$ cat src/rtl/core/fth_pkg.sv
// Shared types and constants for the frame time histogram.
// Holds the opcodes, register map, reset values and the divider request/response structs.
// No dependencies.
package fth_pkg;

    // Default number of histogram slots.
    localparam int SLOTS_DEF = 16;

    // Register map of the configuration port.
    localparam int          ADDR_W     = 3;
    localparam logic        REG_STEP   = 1'b0;
    localparam logic [19:0] STEP_RESET = 20'd15000;

    // Item opcodes.
    typedef enum logic [1:0] {
        OP_ADD    = 2'd0,
        OP_REPORT = 2'd1,
        OP_CLEAR  = 2'd2
    } op_t;

    // Shared divider geometry: 40-bit dividend, 32-bit divisor, 8-bit quotient.
    localparam int DIV_NUM_W = 40;
    localparam int DIV_DEN_W = 32;
    localparam int DIV_QUO_W = 8;

    localparam logic [7:0] LEVEL_MAX = 8'd255;
    localparam logic [7:0] LEVEL_MIN = 8'd1;

    typedef struct packed {
        logic                 start;
        logic [DIV_NUM_W-1:0] num;
        logic [DIV_DEN_W-1:0] den;
    } div_req_t;

    typedef struct packed {
        logic                 busy;
        logic                 done;
        logic                 ovf;
        logic [DIV_QUO_W-1:0] quo;
    } div_rsp_t;

endpackage

$ cat src/rtl/core/fth_div.sv
// Iterative restoring divider with an 8-bit quotient and an overflow flag.
// One quotient bit per cycle; depends on fth_pkg for the request/response structs.
module fth_div
    import fth_pkg::*;
(
    input  logic     aclk,
    input  logic     aresetn,
    input  div_req_t req,
    output div_rsp_t rsp
);

    logic                 busy_reg, busy_next;
    logic                 done_reg, done_next;
    logic                 ovf_reg,  ovf_next;
    logic [2:0]           cnt_reg,  cnt_next;
    logic [DIV_NUM_W-1:0] rem_reg,  rem_next;
    logic [DIV_NUM_W-1:0] dsh_reg,  dsh_next;
    logic [DIV_QUO_W-1:0] quo_reg,  quo_next;
    logic                 take;

    // Trial subtraction of the shifted divisor.
    assign take = (rem_reg >= dsh_reg);

    always_comb begin
        busy_next = busy_reg;
        done_next = 1'b0;
        ovf_next  = ovf_reg;
        cnt_next  = cnt_reg;
        rem_next  = rem_reg;
        dsh_next  = dsh_reg;
        quo_next  = quo_reg;
        if (req.start) begin
            // The quotient overflows 8 bits when num is at least den * 256.
            busy_next = 1'b1;
            ovf_next  = (req.num >= {req.den, 8'b0});
            cnt_next  = 3'd7;
            rem_next  = req.num;
            dsh_next  = {1'b0, req.den, 7'b0};
            quo_next  = '0;
        end else if (busy_reg) begin
            if (take) begin
                rem_next = rem_reg - dsh_reg;
            end
            quo_next = {quo_reg[DIV_QUO_W-2:0], take};
            dsh_next = {1'b0, dsh_reg[DIV_NUM_W-1:1]};
            cnt_next = cnt_reg - 3'd1;
            if (cnt_reg == 3'd0) begin
                busy_next = 1'b0;
                done_next = 1'b1;
            end
        end
    end

    always_ff @(posedge aclk) begin
        if (!aresetn) begin
            busy_reg <= 1'b0;
            done_reg <= 1'b0;
        end else begin
            busy_reg <= busy_next;
            done_reg <= done_next;
        end
    end

    // Datapath registers need no reset.
    always_ff @(posedge aclk) begin
        ovf_reg <= ovf_next;
        cnt_reg <= cnt_next;
        rem_reg <= rem_next;
        dsh_reg <= dsh_next;
        quo_reg <= quo_next;
    end

    assign rsp.busy = busy_reg;
    assign rsp.done = done_reg;
    assign rsp.ovf  = ovf_reg;
    assign rsp.quo  = quo_reg;

endmodule

$ cat src/rtl/core/frame_time_histogram.sv
// Top level of the frame time histogram: slot memory, sequencer and configuration port.
// Depends on fth_pkg and instantiates fth_div.
//
// Usage: one input channel (s_valid/s_ready) carries items with an opcode and a frame
// time. An add transfer rounds the frame time to the nearest slot of width step_us
// (clamped to the last slot) and increments that slot and the running total; it holds
// the input through 8 steps of the shared divider, a step that takes the quotient and
// reads the memory, and a write back, so no new item is taken until it is done. A clear
// transfer zeroes all counts and the total. A report transfer streams SLOTS result
// transfers on the m_ channel, slot 0 first, m_last on the final one. Each slot takes
// a step to start the divider on 255*count/total, eight divider steps, a step to take
// the level and a step to load the result register, and a report holds the input
// until the result register is loaded with the last slot. The result register parts
// the two sides: the next slot is computed while a result waits, and when the
// receiver stalls the sequencer holds until the register is free. s_ready is high
// only while no item is in progress. After reset all counts and the total read as
// zero (per-slot valid bits, no clearing pass) and step_us is 15000. step_us is
// written over the APB port at byte address 0; the user must write it only while
// the block is idle, as the block itself does not enforce this.
module frame_time_histogram
    import fth_pkg::*;
#(
    parameter int SLOTS = SLOTS_DEF
)
(
    input  logic              aclk,
    input  logic              aresetn,
    // Configuration port.
    input  logic              psel,
    input  logic              penable,
    input  logic              pwrite,
    input  logic [ADDR_W-1:0] paddr,
    input  logic [31:0]       pwdata,
    output logic [31:0]       prdata,
    output logic              pready,
    // Input channel.
    input  logic              s_valid,
    output logic              s_ready,
    input  logic [1:0]        s_opcode,
    input  logic [21:0]       s_frame_time_us,
    // Result channel.
    output logic              m_valid,
    input  logic              m_ready,
    output logic [3:0]        m_slot_index,
    output logic [31:0]       m_raw_count,
    output logic [7:0]        m_packed_level,
    output logic              m_last
);

    localparam int IW = (SLOTS > 1) ? $clog2(SLOTS) : 1;

    typedef enum logic [5:0] {
        ST_IDLE   = 6'b000001,
        ST_ADIV   = 6'b000010,
        ST_AWR    = 6'b000100,
        ST_RSTART = 6'b001000,
        ST_RDIV   = 6'b010000,
        ST_ROUT   = 6'b100000
    } state_t;

    state_t            state_reg, state_next;
    logic [19:0]       step_reg;
    logic [31:0]       total_reg, total_next;
    logic [SLOTS-1:0]  vld_reg, vld_next;
    logic [IW-1:0]     idx_reg, idx_next;
    logic [IW-1:0]     slot_reg, slot_next;
    logic [31:0]       count_reg, count_next;
    logic [7:0]        lvl_reg, lvl_next;

    logic              m_valid_reg, m_valid_next;
    logic [3:0]        m_slot_reg;
    logic [31:0]       m_count_reg;
    logic [7:0]        m_lvl_reg;
    logic              m_last_reg;

    // Slot memory.
    logic [31:0]       mem [SLOTS];
    logic              mem_re, mem_we;
    logic [IW-1:0]     mem_ra;
    logic [31:0]       mem_wd;
    logic [31:0]       rd_data_reg;
    logic              rd_vld_reg;

    div_req_t          div_req;
    div_rsp_t          div_rsp;

    logic              s_acc;
    logic              cfg_wr;
    logic [19:0]       step_eff;
    logic [IW-1:0]     slot_c;
    logic [31:0]       count_c;
    logic              idx_last;
    logic              out_load;
    logic [7:0]        idx_ext;

    // Configuration port: one register, always ready.
    assign pready = 1'b1;
    assign cfg_wr = psel && penable && pwrite && (paddr[2] == REG_STEP);
    assign prdata = (paddr[2] == REG_STEP) ? {12'b0, step_reg} : 32'b0;

    always_ff @(posedge aclk) begin
        if (!aresetn) begin
            step_reg <= STEP_RESET;
        end else if (cfg_wr) begin
            step_reg <= pwdata[19:0];
        end
    end

    assign s_ready  = (state_reg == ST_IDLE);
    assign s_acc    = s_valid && s_ready;
    assign step_eff = (step_reg == 20'd0) ? 20'd1 : step_reg;

    // Slot from the divider quotient, clamped to the last slot.
    always_comb begin
        if (div_rsp.ovf || (div_rsp.quo >= 8'(SLOTS))) begin
            slot_c = IW'(SLOTS - 1);
        end else begin
            slot_c = div_rsp.quo[IW-1:0];
        end
    end

    // A slot that was never written since reset or clear reads as zero.
    assign count_c  = rd_vld_reg ? rd_data_reg : 32'd0;
    assign idx_last = (idx_reg == IW'(SLOTS - 1));
    assign out_load = (state_reg == ST_ROUT) && (!m_valid_reg || m_ready);
    assign idx_ext  = 8'(idx_reg);

    // Sequencer.
    always_comb begin
        state_next   = state_reg;
        total_next   = total_reg;
        vld_next     = vld_reg;
        idx_next     = idx_reg;
        slot_next    = slot_reg;
        count_next   = count_reg;
        lvl_next     = lvl_reg;
        m_valid_next = m_valid_reg;
        mem_re       = 1'b0;
        mem_ra       = idx_reg;
        mem_we       = 1'b0;
        mem_wd       = count_c + 32'd1;
        div_req      = '0;

        if (m_valid_reg && m_ready) begin
            m_valid_next = 1'b0;
        end

        case (state_reg)
            ST_IDLE: begin
                if (s_acc) begin
                    case (s_opcode)
                        OP_ADD: begin
                            // Nearest slot: (2t + step) / (2 step).
                            div_req.start = 1'b1;
                            div_req.num   = {17'b0, s_frame_time_us, 1'b0}
                                          + {20'b0, step_eff};
                            div_req.den   = {11'b0, step_eff, 1'b0};
                            state_next    = ST_ADIV;
                        end
                        OP_REPORT: begin
                            idx_next   = '0;
                            mem_re     = 1'b1;
                            mem_ra     = '0;
                            state_next = ST_RSTART;
                        end
                        OP_CLEAR: begin
                            vld_next   = '0;
                            total_next = 32'd0;
                        end
                        default: begin
                        end
                    endcase
                end
            end
            ST_ADIV: begin
                if (div_rsp.done) begin
                    slot_next  = slot_c;
                    mem_re     = 1'b1;
                    mem_ra     = slot_c;
                    state_next = ST_AWR;
                end
            end
            ST_AWR: begin
                // Write back the incremented count; counts and total wrap.
                mem_we            = 1'b1;
                vld_next[slot_reg] = 1'b1;
                total_next        = total_reg + 32'd1;
                state_next        = ST_IDLE;
            end
            ST_RSTART: begin
                // Level = 255 * count / total, total of zero taken as one.
                count_next    = count_c;
                div_req.start = 1'b1;
                div_req.num   = {count_c, 8'b0} - {8'b0, count_c};
                div_req.den   = (total_reg == 32'd0) ? 32'd1 : total_reg;
                state_next    = ST_RDIV;
            end
            ST_RDIV: begin
                if (div_rsp.done) begin
                    if (div_rsp.ovf) begin
                        lvl_next = LEVEL_MAX;
                    end else if ((div_rsp.quo == 8'd0) && (count_reg != 32'd0)) begin
                        lvl_next = LEVEL_MIN;
                    end else begin
                        lvl_next = div_rsp.quo;
                    end
                    state_next = ST_ROUT;
                end
            end
            ST_ROUT: begin
                if (out_load) begin
                    m_valid_next = 1'b1;
                    if (idx_last) begin
                        state_next = ST_IDLE;
                    end else begin
                        idx_next   = idx_reg + IW'(1);
                        mem_re     = 1'b1;
                        mem_ra     = idx_reg + IW'(1);
                        state_next = ST_RSTART;
                    end
                end
            end
            default: begin
                state_next = ST_IDLE;
            end
        endcase
    end

    always_ff @(posedge aclk) begin
        if (!aresetn) begin
            state_reg   <= ST_IDLE;
            total_reg   <= 32'd0;
            vld_reg     <= '0;
            m_valid_reg <= 1'b0;
        end else begin
            state_reg   <= state_next;
            total_reg   <= total_next;
            vld_reg     <= vld_next;
            m_valid_reg <= m_valid_next;
        end
    end

    // Working and result payload registers.
    always_ff @(posedge aclk) begin
        idx_reg   <= idx_next;
        slot_reg  <= slot_next;
        count_reg <= count_next;
        lvl_reg   <= lvl_next;
        if (out_load) begin
            m_slot_reg  <= idx_ext[3:0];
            m_count_reg <= count_reg;
            m_lvl_reg   <= lvl_reg;
            m_last_reg  <= idx_last;
        end
    end

    // Slot memory with a registered read port.
    always_ff @(posedge aclk) begin
        if (mem_we) begin
            mem[slot_reg] <= mem_wd;
        end
        if (mem_re) begin
            rd_data_reg <= mem[mem_ra];
            rd_vld_reg  <= vld_reg[mem_ra];
        end
    end

    fth_div u_div (
        .aclk    (aclk),
        .aresetn (aresetn),
        .req     (div_req),
        .rsp     (div_rsp)
    );

    assign m_valid        = m_valid_reg;
    assign m_slot_index   = m_slot_reg;
    assign m_raw_count    = m_count_reg;
    assign m_packed_level = m_lvl_reg;
    assign m_last         = m_last_reg;

    // The divider is never restarted while it is still working.
    assert property (@(posedge aclk) disable iff (!aresetn)
        div_req.start |-> !div_rsp.busy)
        else $error("divider started while busy");

    // A result appears only when the sequencer hands over a finished slot.
    assert property (@(posedge aclk) disable iff (!aresetn)
        $rose(m_valid_reg) |-> $past(state_reg == ST_ROUT))
        else $error("result raised outside the output step");

    // The final result of a report always carries the last slot.
    assert property (@(posedge aclk) disable iff (!aresetn)
        (m_valid && m_last) |-> (m_slot_index == 4'(SLOTS - 1)))
        else $error("last flag on the wrong slot");

    // A clear transfer empties every slot and the total.
    assert property (@(posedge aclk) disable iff (!aresetn)
        (s_acc && (s_opcode == OP_CLEAR)) |=> ((vld_reg == '0) && (total_reg == 32'd0)))
        else $error("clear did not empty the histogram");

endmodule
$ cat config.mk
export PLATFORM = sky130hd
export DESIGN_NAME = frame_time_histogram
export DESIGN_NICKNAME = d
export VERILOG_FILES = /design/src/rtl/core/fth_pkg.sv /design/src/rtl/core/fth_div.sv /design/src/rtl/core/frame_time_histogram.sv
export SDC_FILE = /design/constraint.sdc
export NUM_CORES = 1
export LEC_CHECK = 0
export BUFFER_PORTS_ARGS = -buffer_cell sky130_fd_sc_hd__buf_2
export CORE_MARGIN = 2
export CORE_UTILIZATION = 29
export DETAILED_ROUTE_END_ITERATION = 12
export PLACE_DENSITY = 0.5
export SYNTH_ARGS = -nofsm -noshare
export SYNTH_HDL_FRONTEND = slang
export SYNTH_HIERARCHICAL = 1
export SYNTH_SLANG_ARGS = --single-unit
$ cat constraint.sdc
create_clock -name aclk -period 5.3 [get_ports aclk]
set_input_delay 0.53 -clock aclk [delete_from_list [all_inputs] [get_ports aclk]]
set_output_delay 0.53 -clock aclk [all_outputs]
set_load 0.01 [all_outputs]
==> results.json <==
{
  "antenna_found_initial": 4,
  "cts.sinks": 806,
  "fin_tns_setup_ps": 0,
  "grt_max_degree": 156,
  "die_h_um": 366,
  "ys.warnings.count": 6,
  "grtUsageTotal_pct": 15.6,
  "post_route_cells_drive_above_1_share_pct": 18.0,
  "leakage_uw": 0.0156,
  "clk_pin_slew_ps": 60,
  "hp-start": "pwdata[12]",
  "fmax_mhz": 205,
  "required_ps": 5700,
  "hold_ws_ps": 88.5,
  "status": "complete, no violations",
  "worst_pin_slew_ps": 1270,
  "min_period_over_period_pct": 92.0,
  "routed.top_layer": "met5",
  "port_buffers": 118,
  "switching_share_pct": 30.8,
  "grt_pass1_wl_um": 159000,
  "power_density_nw_per_um2": 433,
  "netlist_area_um2": 38000,
  "ctsRootBufferMaster": "clkbuf_16",
  "switchingPower_uw": 5870,
  "core_um2": 130000,
  "cts_made_buffers": 87,
  "grt_overflow": 0,
  "clock_skew_ps": 24.9,
  "crit_arrival_ps": 5280,
  "rows": 132,
  "routed_wl_um": 106000,
  "min_path_type": "in -> reg",
  "antenna_left": 0,
  "layout_setup_ws_ps": 422,
  "sequentialPowerShare_pct": 39.7,
  "wl_met2_um": 50900,
  "critPathMaxFanout": 17,
  "largest_register_ffs": 512,
  "dr_wl_met3_um": 4610,
  "initial_utilization_pct": 29.3,
  "die_w_um": 366,
  "rsz0062_at_grt": "false",
  "synthesis.instances": 2883,
  "critPathLaunchType": "flip-flop",
  "pwr-share-comb_pct": 27.5,
  "hpwlAfterDp_um": 72300,
  "startpoint": "rd_vld_reg$_DFFE_PP_",
  "worstSetupPathType": "reg -> reg",
  "p_clk_share_pct": 32.8,
  "cts_buffer_depth": 3,
  "dieArea_um2": 134000,
  "cts_tree": "built",
  "r2r_start": "rd_vld_reg$_DFFE_PP_",
  "maxCapViolCount": 0,
  "maxSlewViolCount": 0,
  "preCtsSetupSlack_ps": 295,
  "relSlewSlack_pct": 14.7,
  "gp_congestion": 0.936,
  "ios": 146,
  "wl_per_cell_um": 21.9,
  "syn_avg_cell_area_um2": 13.2,
  "drtPass1Iterations": 5,
  "period_minus_slack_ps": 4880,
  "intPower_uw": 13200,
  "crit_path_end_kind": "flip-flop",
  "total_power_uw": 19100,
  "setup_viol": 0,
  "post-route-util_pct": 33.9,
  "drc": 0,
  "cts_htree_levels": 3,
  "cts_setup_buffers": 0,
  "drt_iter0_markers": 1945,
  "clock_latency_ps": 660,
  "synthToLayoutAreaGrowth_pct": 15.9,
  "hold_viol": 0,
  "grt_pass1_vias": 24000,
  "via_count": 24000,
  "wl_met1_um": 48300,
  "ir_drop_mv": 0.241,
  "nets": 3231,
  "viasPerCell": 4.94
}
per-stage QoR:
step | cell area, um^2 | cells
final | 44000 | 4865
after global routing | 44000 | 4864
after CTS | 44000 | 4863
after detailed placement | 41100 | 4701
after global placement | 41100 | 4701
after floorplan | 38000 | 2894
metal layers:
layer	track usage [%]	vias up
met5	0	-
li1	-	11200
met2	25.9	586
met4	4.58	2
met3	2.20	125
met1	21.2	12200
worst max-delay path: stages, from the launching register on:
cell       delay (ps)
edfxtp_1          440
buf_4             230
nand2_1           100
inv_1             100
ha_1              320
a21o_1            180
a2111oi_1         450
o211a_1           250
o21ai_1           110
a31oi_2           240
o21ai_1            90
a21o_1            210
a211oi_1          230
o22ai_1           150
ha_1              210
a21o_1            170
a21oi_1           140
nor2b_1            50
o21ai_0           140
nand2b_1           80
a21oi_1           250
o2111ai_2         180
nor3b_1           210
a21oi_1            90
worst paths after layout:
path,to,cells after the start,slack [ps]
setup / recovery,u_div/ovf_reg$_DFFE_PP_,23,420
hold / removal,step_reg[12]$_SDFFE_PN1P_,3,90
setup reg to reg,u_div/ovf_reg$_DFFE_PP_,23,420
hold reg to reg,m_packed_level[7]$_DFFE_PP_,0,420
layout make-up:
type / count / area [um^2]
Timing Repair Buffer: 224 / 1460
Fill cell: 12900 / 85800
Inverter: 142 / 533
Clock buffer: 104 / 2320
Multi-Input combinational cell: 1787 / 13700
Sequential cell: 806 / 23300
Tap cell: 1742 / 2180
Antenna cell: 2 / 5.00
Clock inverter: 58 / 601
power groups by stage:
stage / registers [uW] / clock network (uW) / logic, uW
2_1_floorplan: 7620 / 0 / 3840
3_3_place_gp: 7690 / 0 / 5270
3_5_place_dp: 7700 / 0 / 5270
4_1_cts: 7560 / 6420 / 5290
5_1_grt: 7590 / 6660 / 5760
6_report: 7560 / 6260 / 5240
layout by cell type (no fill, tap or decap), types with 12 or more instances in the layout:
cell type  count
and2_1        18
nand4_1       29
mux2i_1       18
a22oi_1       68
buf_2        118
nor2b_1       32
a22o_1        19
nor2_1       145
mux4_2       132
a21oi_1      110
o21ai_1       21
a21boi_0      20
nand2b_1      21
clkbuf_1      12
o21ai_0      104
clkinv_2      20
nor4_1        29
o22ai_1       21
a21o_1        67
and3_1        24
ha_1         115
dfxtp_1       94
nand2_1      328
xor2_1        63
o21bai_1      14
conb_1        13
nor3_1        26
buf_4        100
edfxtp_1     711
clkbuf_16     90
a31oi_1       23
clkinv_1      16
or2_2         14
or3_1         12
xnor2_1       83
inv_1        138
nand3_1       55
nor2_4        13
a211oi_1      15
timing repair:
item | 4_1_cts | 5_1_grt
endpoints found under the setup margin | 0 | 1
hold buffers | 0 | 0
resized for setup | 0 | 5
No activity file was read; power rests on OpenSTA's default activity.
